## config.mk

```make
export PLATFORM = sky130hd
export DESIGN_NAME = bus_poll_receive_master_flat
export DESIGN_NICKNAME = d
export VERILOG_FILES = /design/src/rtl/bprm_pkg.sv /design/src/rtl/bprm_in_if.sv /design/src/rtl/bprm_out_if.sv /design/src/rtl/bus_poll_receive_master.sv /design/src/flat_wrapper.sv
export SDC_FILE = /design/constraint.sdc
export NUM_CORES = 1
export LEC_CHECK = 0
export ABC_AREA = 1
export BUFFER_PORTS_ARGS = -buffer_cell sky130_fd_sc_hd__buf_2
export CORE_UTILIZATION = 35
export CTS_CLUSTER_DIAMETER = 30
export DETAILED_ROUTE_END_ITERATION = 16
export PLACE_DENSITY = 0.61
export SYNTH_ARGS = -nofsm -noshare
export SYNTH_HDL_FRONTEND = slang
export SYNTH_SLANG_ARGS = --single-unit
```

## constraint.sdc

```tcl
create_clock -name clk -period 4.35 [get_ports clk]
set_clock_uncertainty 0.1 [all_clocks]
set_input_delay 0.435 -clock clk [delete_from_list [all_inputs] [get_ports clk]]
set_output_delay 0.435 -clock clk [all_outputs]
set_load 0.005 [all_outputs]
```

## src/rtl/bprm_pkg.sv

```systemverilog
`timescale 1ns / 1ps

package bprm_pkg;

  // Number of device ids covered by the child maps (8..128)
  localparam int NUM_IDS  = 128;
  localparam int ID_IDX_W = $clog2(NUM_IDS);
  localparam logic [7:0] ID_LIMIT = 8'(NUM_IDS);

  // Request types
  localparam logic [2:0] REQ_TICK    = 3'd0;
  localparam logic [2:0] REQ_BYTE    = 3'd1;
  localparam logic [2:0] REQ_TIMEOUT = 3'd2;
  localparam logic [2:0] REQ_ENABLE  = 3'd3;
  localparam logic [2:0] REQ_DISABLE = 3'd4;

  // Result kinds
  localparam logic [2:0] KIND_POLL  = 3'd0;
  localparam logic [2:0] KIND_DATA  = 3'd1;
  localparam logic [2:0] KIND_ACK   = 3'd2;
  localparam logic [2:0] KIND_NACK  = 3'd3;
  localparam logic [2:0] KIND_FOUND = 3'd4;
  localparam logic [2:0] KIND_LOST  = 3'd5;

  localparam logic [7:0] ACK_BYTE  = 8'd0;
  localparam logic [7:0] NACK_BYTE = 8'd1;

  localparam logic [6:0] FIRST_ID     = 7'd1;
  localparam logic [6:0] MAX_ID_RESET = 7'd4;

  // Result queue
  localparam int FIFO_DEPTH = 4;
  localparam int FIFO_PTR_W = $clog2(FIFO_DEPTH);
  localparam int FIFO_CNT_W = $clog2(FIFO_DEPTH + 1);

  typedef struct packed {
    logic [2:0] req_type;
    logic [7:0] rx_byte;
    logic [6:0] child_id;
  } in_item_t;

  typedef struct packed {
    logic [2:0] kind;
    logic [6:0] device_id;
    logic [7:0] data_byte;
    logic       char_packet;
    logic       last;
  } res_t;

endpackage

```

## src/rtl/bprm_in_if.sv

```systemverilog
`timescale 1ns / 1ps

interface bprm_in_if;
  logic       valid;
  logic       ready;
  logic [2:0] req_type;
  logic [7:0] rx_byte;
  logic [6:0] child_id;

  modport source (output valid, output req_type, output rx_byte, output child_id,
                  input ready);
  modport sink (input valid, input req_type, input rx_byte, input child_id,
                output ready);
endinterface

```

## src/rtl/bprm_out_if.sv

```systemverilog
`timescale 1ns / 1ps

interface bprm_out_if;
  logic       valid;
  logic       ready;
  logic [2:0] kind;
  logic [6:0] device_id;
  logic [7:0] data_byte;
  logic       char_packet;
  logic       last;

  modport source (output valid, output kind, output device_id, output data_byte,
                  output char_packet, output last, input ready);
  modport sink (input valid, input kind, input device_id, input data_byte,
                input char_packet, input last, output ready);
endinterface

```

## src/rtl/bus_poll_receive_master.sv

```systemverilog
`timescale 1ns / 1ps
// An item is registered at its transfer and processed once the result queue has room for two
// results; its results are registered in the result queue, from which they are offered.
// Throughput: one item per cycle while the result queue has room; an item that gives two results
// (ack and found) takes two output transfers, which the four-entry result queue absorbs.
// Reset (rst_n, synchronous, active low) clears both child maps, the poll and receive state,
// poll_delay and the result queue.

module bus_poll_receive_master import bprm_pkg::*; (
  input  logic        clk,
  input  logic        rst_n,
  input  logic        cfg_we,
  input  logic [7:0]  cfg_wdata,
  bprm_in_if.sink     in_chan,
  bprm_out_if.source  out_chan
);

  logic [7:0]         poll_delay_r;
  logic [NUM_IDS-1:0] en_map_r, en_map_nxt;
  logic [NUM_IDS-1:0] pr_map_r, pr_map_nxt;
  logic [6:0]         polled_id_r, polled_id_nxt;
  logic [6:0]         max_id_r, max_id_nxt;
  logic [7:0]         tick_r, tick_nxt;
  logic               receiving_r, receiving_nxt;
  logic [6:0]         byte_cnt_r, byte_cnt_nxt;
  logic [5:0]         frame_len_r, frame_len_nxt;
  logic [7:0]         sum_r, sum_nxt;
  logic               char_r, char_nxt;

  logic               inq_vld_r;
  in_item_t           inq_r;

  res_t                  fifo_r [FIFO_DEPTH];
  logic [FIFO_PTR_W-1:0] wr_ptr_r, rd_ptr_r;
  logic [FIFO_CNT_W-1:0] cnt_r;

  logic       room, proc, pop;
  res_t       r0, r1;
  logic [1:0] n_res;

  // Combinational working values
  logic [7:0] tick_inc, pid_p1, sum_base, sum_new;
  logic [6:0] next_id;
  logic       pid_ok, next_ok, id_ok, rx_on;
  logic [5:0] flen;
  logic       chr;

  assign room = (cnt_r <= FIFO_CNT_W'(FIFO_DEPTH - 2));
  assign proc = inq_vld_r && room;
  assign pop  = out_chan.valid && out_chan.ready;

  assign in_chan.ready = !inq_vld_r || proc;

  always_comb begin
    en_map_nxt    = en_map_r;
    pr_map_nxt    = pr_map_r;
    polled_id_nxt = polled_id_r;
    max_id_nxt    = max_id_r;
    tick_nxt      = tick_r;
    receiving_nxt = receiving_r;
    byte_cnt_nxt  = byte_cnt_r;
    frame_len_nxt = frame_len_r;
    sum_nxt       = sum_r;
    char_nxt      = char_r;
    r0            = '0;
    r1            = '0;
    n_res         = 2'd0;

    tick_inc = (tick_r == 8'hFF) ? tick_r : tick_r + 8'd1;
    pid_p1   = {1'b0, polled_id_r} + 8'd1;
    next_id  = (pid_p1 > {1'b0, max_id_r}) ? FIRST_ID : pid_p1[6:0];
    pid_ok   = ({1'b0, polled_id_r} < ID_LIMIT);
    next_ok  = ({1'b0, next_id} < ID_LIMIT);
    id_ok    = (inq_r.child_id != 7'd0) && ({1'b0, inq_r.child_id} < ID_LIMIT);
    sum_base = (byte_cnt_r == 7'd0) ? 8'd0 : sum_r;
    sum_new  = sum_base + inq_r.rx_byte;
    flen     = (byte_cnt_r == 7'd0) ? inq_r.rx_byte[5:0] : frame_len_r;
    chr      = (byte_cnt_r == 7'd0) ? inq_r.rx_byte[7] : char_r;
    rx_on    = 1'b1;

    if (proc) begin
      unique case (inq_r.req_type)
        REQ_TICK: begin
          tick_nxt = tick_inc;
          if (!receiving_r && tick_inc >= poll_delay_r) begin
            tick_nxt      = 8'd0;
            polled_id_nxt = next_id;
            if (next_ok && en_map_r[next_id[ID_IDX_W-1:0]]) begin
              receiving_nxt = 1'b1;
              byte_cnt_nxt  = 7'd0;
              sum_nxt       = 8'd0;
              r0            = '{KIND_POLL, next_id, {1'b1, next_id}, 1'b0, 1'b1};
              n_res         = 2'd1;
            end
          end
        end
        REQ_BYTE: begin
          if (receiving_r) begin
            byte_cnt_nxt = byte_cnt_r + 7'd1;
            sum_nxt      = sum_new;
            if (byte_cnt_r == 7'd0) begin
              frame_len_nxt = inq_r.rx_byte[5:0];
              if (inq_r.rx_byte == 8'd0) begin
                // Empty answer: the device is there but has nothing to say
                rx_on         = 1'b0;
                receiving_nxt = 1'b0;
                if (pid_ok && !pr_map_r[polled_id_r[ID_IDX_W-1:0]]) begin
                  pr_map_nxt[polled_id_r[ID_IDX_W-1:0]] = 1'b1;
                  r0    = '{KIND_FOUND, polled_id_r, 8'd0, 1'b0, 1'b1};
                  n_res = 2'd1;
                end
              end else begin
                char_nxt = inq_r.rx_byte[7];
              end
            end
            if (rx_on) begin
              if (byte_cnt_r != 7'd0 && byte_cnt_r <= {1'b0, flen}) begin
                r0    = '{KIND_DATA, polled_id_r, inq_r.rx_byte, chr, 1'b1};
                n_res = 2'd1;
              end else if (byte_cnt_r > {1'b0, flen}) begin
                // Checksum byte closes the frame
                receiving_nxt = 1'b0;
                if (sum_new == 8'd0) begin
                  r0    = '{KIND_ACK, polled_id_r, ACK_BYTE, chr, 1'b1};
                  n_res = 2'd1;
                  if (pid_ok && !pr_map_r[polled_id_r[ID_IDX_W-1:0]]) begin
                    pr_map_nxt[polled_id_r[ID_IDX_W-1:0]] = 1'b1;
                    r0.last = 1'b0;
                    r1      = '{KIND_FOUND, polled_id_r, 8'd0, 1'b0, 1'b1};
                    n_res   = 2'd2;
                  end
                end else begin
                  r0    = '{KIND_NACK, polled_id_r, NACK_BYTE, chr, 1'b1};
                  n_res = 2'd1;
                end
              end
            end
          end
        end
        REQ_TIMEOUT: begin
          if (receiving_r) begin
            receiving_nxt = 1'b0;
            if (pid_ok && pr_map_r[polled_id_r[ID_IDX_W-1:0]]) begin
              pr_map_nxt[polled_id_r[ID_IDX_W-1:0]] = 1'b0;
              r0    = '{KIND_LOST, polled_id_r, 8'd0, 1'b0, 1'b1};
              n_res = 2'd1;
            end
          end
        end
        REQ_ENABLE: begin
          if (id_ok) begin
            en_map_nxt[inq_r.child_id[ID_IDX_W-1:0]] = 1'b1;
            pr_map_nxt[inq_r.child_id[ID_IDX_W-1:0]] = 1'b0;
            if (max_id_r < inq_r.child_id) begin
              max_id_nxt = inq_r.child_id;
            end
          end
        end
        REQ_DISABLE: begin
          if (id_ok) begin
            en_map_nxt[inq_r.child_id[ID_IDX_W-1:0]] = 1'b0;
            pr_map_nxt[inq_r.child_id[ID_IDX_W-1:0]] = 1'b0;
          end
        end
        default: begin
        end
      endcase
    end
  end

  always_ff @(posedge clk) begin
    if (!rst_n) begin
      poll_delay_r <= 8'd0;
      en_map_r     <= '0;
      pr_map_r     <= '0;
      polled_id_r  <= FIRST_ID;
      max_id_r     <= MAX_ID_RESET;
      tick_r       <= 8'd0;
      receiving_r  <= 1'b0;
      byte_cnt_r   <= 7'd0;
      frame_len_r  <= 6'd0;
      sum_r        <= 8'd0;
      char_r       <= 1'b0;
      inq_vld_r    <= 1'b0;
      wr_ptr_r     <= '0;
      rd_ptr_r     <= '0;
      cnt_r        <= '0;
    end else begin
      if (cfg_we) begin
        poll_delay_r <= cfg_wdata;
      end
      en_map_r    <= en_map_nxt;
      pr_map_r    <= pr_map_nxt;
      polled_id_r <= polled_id_nxt;
      max_id_r    <= max_id_nxt;
      tick_r      <= tick_nxt;
      receiving_r <= receiving_nxt;
      byte_cnt_r  <= byte_cnt_nxt;
      frame_len_r <= frame_len_nxt;
      sum_r       <= sum_nxt;
      char_r      <= char_nxt;
      if (in_chan.ready) begin
        inq_vld_r <= in_chan.valid;
      end
      wr_ptr_r <= wr_ptr_r + FIFO_PTR_W'(n_res);
      if (pop) begin
        rd_ptr_r <= rd_ptr_r + FIFO_PTR_W'(1);
      end
      cnt_r <= cnt_r + FIFO_CNT_W'(n_res) - FIFO_CNT_W'(pop);
    end
  end

  // Payload registers: no reset needed
  always_ff @(posedge clk) begin
    if (in_chan.valid && in_chan.ready) begin
      inq_r <= '{in_chan.req_type, in_chan.rx_byte, in_chan.child_id};
    end
    if (n_res != 2'd0) begin
      fifo_r[wr_ptr_r] <= r0;
    end
    if (n_res == 2'd2) begin
      fifo_r[wr_ptr_r + FIFO_PTR_W'(1)] <= r1;
    end
  end

  assign out_chan.valid       = (cnt_r != '0);
  assign out_chan.kind        = fifo_r[rd_ptr_r].kind;
  assign out_chan.device_id   = fifo_r[rd_ptr_r].device_id;
  assign out_chan.data_byte   = fifo_r[rd_ptr_r].data_byte;
  assign out_chan.char_packet = fifo_r[rd_ptr_r].char_packet;
  assign out_chan.last        = fifo_r[rd_ptr_r].last;

  a_cnt_bound: assert property (@(posedge clk) disable iff (!rst_n)
    cnt_r <= FIFO_CNT_W'(FIFO_DEPTH))
    else $error("result queue count out of range");

  a_room_on_proc: assert property (@(posedge clk) disable iff (!rst_n)
    proc |-> cnt_r <= FIFO_CNT_W'(FIFO_DEPTH - 2))
    else $error("item processed without room for two results");

  a_poll_id_range: assert property (@(posedge clk) disable iff (!rst_n)
    polled_id_r != 7'd0 && polled_id_r <= max_id_r)
    else $error("polled id outside round robin range");

  a_poll_starts_rx: assert property (@(posedge clk) disable iff (!rst_n)
    (n_res != 2'd0 && r0.kind == KIND_POLL) |=> receiving_r)
    else $error("poll issued without entering reception");

  a_two_results_ack: assert property (@(posedge clk) disable iff (!rst_n)
    (n_res == 2'd2) |-> (r0.kind == KIND_ACK && r1.kind == KIND_FOUND))
    else $error("unexpected result pair");

endmodule
```

## src/flat_wrapper.sv

```systemverilog
// flat-port wrapper written by rule: the top's interface ports become plain ports
module bus_poll_receive_master_flat import bprm_pkg::*;
  (clk, rst_n, cfg_we, cfg_wdata, in_chan_valid, in_chan_req_type, in_chan_rx_byte, in_chan_child_id, in_chan_ready, out_chan_valid, out_chan_kind, out_chan_device_id, out_chan_data_byte, out_chan_char_packet, out_chan_last, out_chan_ready);
  bprm_in_if in_chan_i ();
  bprm_out_if out_chan_i ();
  input  logic clk;
  input  logic rst_n;
  input  logic cfg_we;
  input  logic [7:0] cfg_wdata;
  input wire logic [$bits(in_chan_i.valid)-1:0] in_chan_valid;
  input wire logic [$bits(in_chan_i.req_type)-1:0] in_chan_req_type;
  input wire logic [$bits(in_chan_i.rx_byte)-1:0] in_chan_rx_byte;
  input wire logic [$bits(in_chan_i.child_id)-1:0] in_chan_child_id;
  output wire logic [$bits(in_chan_i.ready)-1:0] in_chan_ready;
  output wire logic [$bits(out_chan_i.valid)-1:0] out_chan_valid;
  output wire logic [$bits(out_chan_i.kind)-1:0] out_chan_kind;
  output wire logic [$bits(out_chan_i.device_id)-1:0] out_chan_device_id;
  output wire logic [$bits(out_chan_i.data_byte)-1:0] out_chan_data_byte;
  output wire logic [$bits(out_chan_i.char_packet)-1:0] out_chan_char_packet;
  output wire logic [$bits(out_chan_i.last)-1:0] out_chan_last;
  input wire logic [$bits(out_chan_i.ready)-1:0] out_chan_ready;
  assign in_chan_i.valid = in_chan_valid;
  assign in_chan_i.req_type = in_chan_req_type;
  assign in_chan_i.rx_byte = in_chan_rx_byte;
  assign in_chan_i.child_id = in_chan_child_id;
  assign in_chan_ready = in_chan_i.ready;
  assign out_chan_valid = out_chan_i.valid;
  assign out_chan_kind = out_chan_i.kind;
  assign out_chan_device_id = out_chan_i.device_id;
  assign out_chan_data_byte = out_chan_i.data_byte;
  assign out_chan_char_packet = out_chan_i.char_packet;
  assign out_chan_last = out_chan_i.last;
  assign out_chan_i.ready = out_chan_ready;
  bus_poll_receive_master u_core (.clk(clk), .rst_n(rst_n), .cfg_we(cfg_we), .cfg_wdata(cfg_wdata), .in_chan(in_chan_i), .out_chan(out_chan_i));
endmodule
```

==> summary.txt <==
Status
  – Status: complete, no violations

Placed design
  – HPWL Detailed: 56,420 um
  – Setup WS pre-CTS: -0.01888 ns
  – Port Buffers: 52
  – GP Congestion: 0.9257
  – DP Area: 25,180 sq um

Timing
  – Fin. Hold Viols: 0
  – Max Fclk: 0.2396 GHz
  – Final worst path period need: 4.173 ns
  – Max Slew Vio Count: 0
  – Slew of the pin with the lowest slew margin: 1.105 ns
  – Final WS setup: 0.1766 ns
  – Final setup violation count: 0
  – Final period util: 95.94%
  – Max_slew headroom: 26.23%

Clock tree
  – Clk sinks: 417
  – Root buffer selected by CTS: clkbuf_16
  – Clock buffer depth: 3
  – CTS tree: done
  – Htree depth: 3
  – Worst skew pair latency: 0.66 ns
  – Cts bufs inserted: 108
  – Clock slew seen by the registers of the worst setup and hold paths: 0.05 ns

Detailed routing
  – Vias/cell: 5.640
  – Final ANT Viol Nets: 0
  – DR pass1 iterations: 6
  – Iteration-0 DRC Markers: 2,584
  – Routed len/inst: 19.39 um
  – Total Routed Length: 84,460 um
  – Detailed-route via count: 24,560
  – DRC Markers: 0

Finish
  – # diodes: 0
  – Final Cell Area: 29,620 sq um
  – Share of cells above drive strength 1: 14.94%
  – Final nets: 3,486
  – Commonest non-fill, non-tap cell in the layout: nand2_1
  – Area grow syn2layout: 27.93%
  – Layout Utilization: 45.61%
  – Most frequent cells in the layout: nand2_1 (436), o21ai_0 (364), dfxtp_1 (360)

Yosys
  – Most area-hungry cell type in the Yosys netlist: dfxtp_1
  – Yosys reg bits: 417
  – Post-synthesis adder-cell area fraction: 2.443%
  – Post-Syn Nets: 3,318
  – Compound-gate portion of the synthesized area: 24.96%
  – Avg Cell Area, Syn: 7.138 sq um
  – Mux cell area share after synthesis: 0.1784%
  – Yosys warnings: 0
  – Synth area leaders: dfxtp_1 (31%), o21ai_0 (8.0%), nand2_1 (7.2%)
  – Top cell type's share of synthesized area: 31.39%
  – Largest family of logic cells by synthesized area: compound AO/OA/AOI/OAI gates
  – Syn Std Cell Area: 23,150 sq um
  – Cell count after synthesis: 3,243
  – Post-synth ARST share: 0%
  – EDFF count, synth: 54
  – Register area share after synthesis: 38.40%
  – Synth cell types: 56
  – Simple-gate share of the synthesized area: 23.78%
  – Post-synthesis xor/xnor area fraction: 0.7188%
  – Post-synth top flop: dfxtp_1

Pwr
  – Clock Power Share: 61.2%
  – Max IR drop VDD: 0.3017 mV
  – LEAKAGE: 11.46 nW
  – P per Cell Area: 466.9 nW/um^2
  – Seq pwr share: 29.2%
  – Combinational Power Share: 9.6%
  – Internal cell power: 10.31 mW
  – Net switching power: 3.519 mW
  – Switching power as a share of total power: 25.45%

Floorplanning
  – Starting Density: 35.65%
  – Row count: 93
  – IO Pins: 53
  – Core area: 64,930 sq um
  – Die width: 259.2 um
  – Die ar.: 67,170 sq um
  – Chip Height: 259.2 um

Setup path
  – Max FO, Critical Path: 14
  – Worst EP required: 4.85 ns
  – Startpoint Class: register
  – Critical Path End Type: register
  – Slowest-stage cell, CP: fa_2
  – Worst r2r path cells: 28
  – CP arrival: 4.67 ns
  – Category of the most critical setup path: register to register
  – CP max stage delay: 0.56 ns
  – CP dominant cell by count: nand3_1
  – Reg2Reg Setup Slack: 0.18 ns

Global routing
  – GRT Total Usage: 24.52%
  – Initial antenna violation count: 0
  – Largest net degree at the start of global routing: 76
  – Grt total ovfl: 0
  – Global-route wire length before repair: 130,500 um
  – Vias in the first global route: 22,730

Worst hold path
  – Hold-critical path depth: 3
  – Hold crit path type: input port to register

Flow run
  – Max cap viols: 0
-- cells in the mapped netlist, types with 42 or more instances --
| library cell | instances |
|---|---|
| ha_1 | 42 |
| a21oi_1 | 280 |
| nor2_1 | 300 |
| o211a_1 | 50 |
| edfxtp_1 | 54 |
| dfxtp_1 | 363 |
| nand3_1 | 302 |
| nand2_1 | 443 |
| o21ai_1 | 59 |
| inv_1 | 286 |
| o22ai_1 | 80 |
| o21ai_0 | 368 |
| clkbuf_1 | 141 |
| nor3_1 | 108 |
-- power by group through the flow --
stage	combinational (mW)	clock [mW]	sequential [mW]
floorplan	0.780	0	4.07
global placement	1.26	0	4.10
detailed placement	1.26	0	4.10
CTS	1.28	8.54	4.03
global route	1.44	8.76	4.03
finish	1.33	8.46	4.03
-- through the flow --
stage | std cells | setup TNS, ns | hold slack, ns | power (mW)
floorplan | 3243 | 0 | 0.3073 | 4.850
global placement | 4122 | 0 | 0.3161 | 5.354
detailed placement | 4122 | -0.3250 | 0.3275 | 5.356
CTS | 4348 | 0 | 0.01151 | 13.85
global route | 4355 | -0.8639 | 0.02653 | 14.24
finish | 4355 | 0 | 0.01945 | 13.83
-- per-layer routing --
metal | GRT usage (%) | vias to the layer above | part of all wire (%)
li1 | - | 11680 | -
met1 | 32.57 | 11500 | 43
met2 | 37.93 | 1109 | 44
met3 | 5.360 | 264 | 8.5
met4 | 11.05 | 0 | 4.5
met5 | 0 | - | 0
-- cells by family (layout without fill, tap and decap cells) --
| logic type | Yosys count | count (layout) |
|---|---|---|
| compound gates | 990 | 990 |
| xor+xnor | 19 | 19 |
| fa+ha+maj | 44 | 44 |
| buf+inv | 529 | 785 |
| flops | 417 | 417 |
| mux | 4 | 4 |
| simple gates | 1240 | 1241 |
-- critical path: cells and delay by family (launching register included) --
kind / cells / cell delay (ns)
AND/OR/NAND/NOR: 18 / 1.66
adder cells (fa/ha/maj): 4 / 1.22
buffers and inverters: 5 / 0.54
flip-flops: 1 / 0.35
AO/OA/AOI/OAI: 1 / 0.24
-- path summary, 6_finish.rpt --
check | startpoint | to
max reg2reg | u_core.polled_id_r[0] | u_core.cnt_r[1]
min | cfg_wdata[6] | u_core.poll_delay_r[6]
min reg2reg | register | register
max | u_core.polled_id_r[0] | u_core.cnt_r[1]
-- timing repair --
action                                 4_1_cts  5_1_grt
endpoints found under the hold margin       26        0
resized for setup                            1       50
buffers inserted                             0        4
hold buffers                                27        0
pin swaps                                    0       13
setup endpoints to repair                   38      136
gates cloned                                 0        3
-- area by class of cell --
| type | count | area (sq um) |
|---|---|---|
| well taps | 855 | 1070 |
| flip-flops and latches | 417 | 8895 |
| fillers | 6445 | 35310 |
| inverters | 315 | 1196 |
| repair buffers | 271 | 2323 |
| clock buffers | 142 | 3074 |
| multi-input cells | 2298 | 12240 |
| clock inverters | 57 | 815.8 |
No activity file was read; power rests on OpenSTA's default activity.
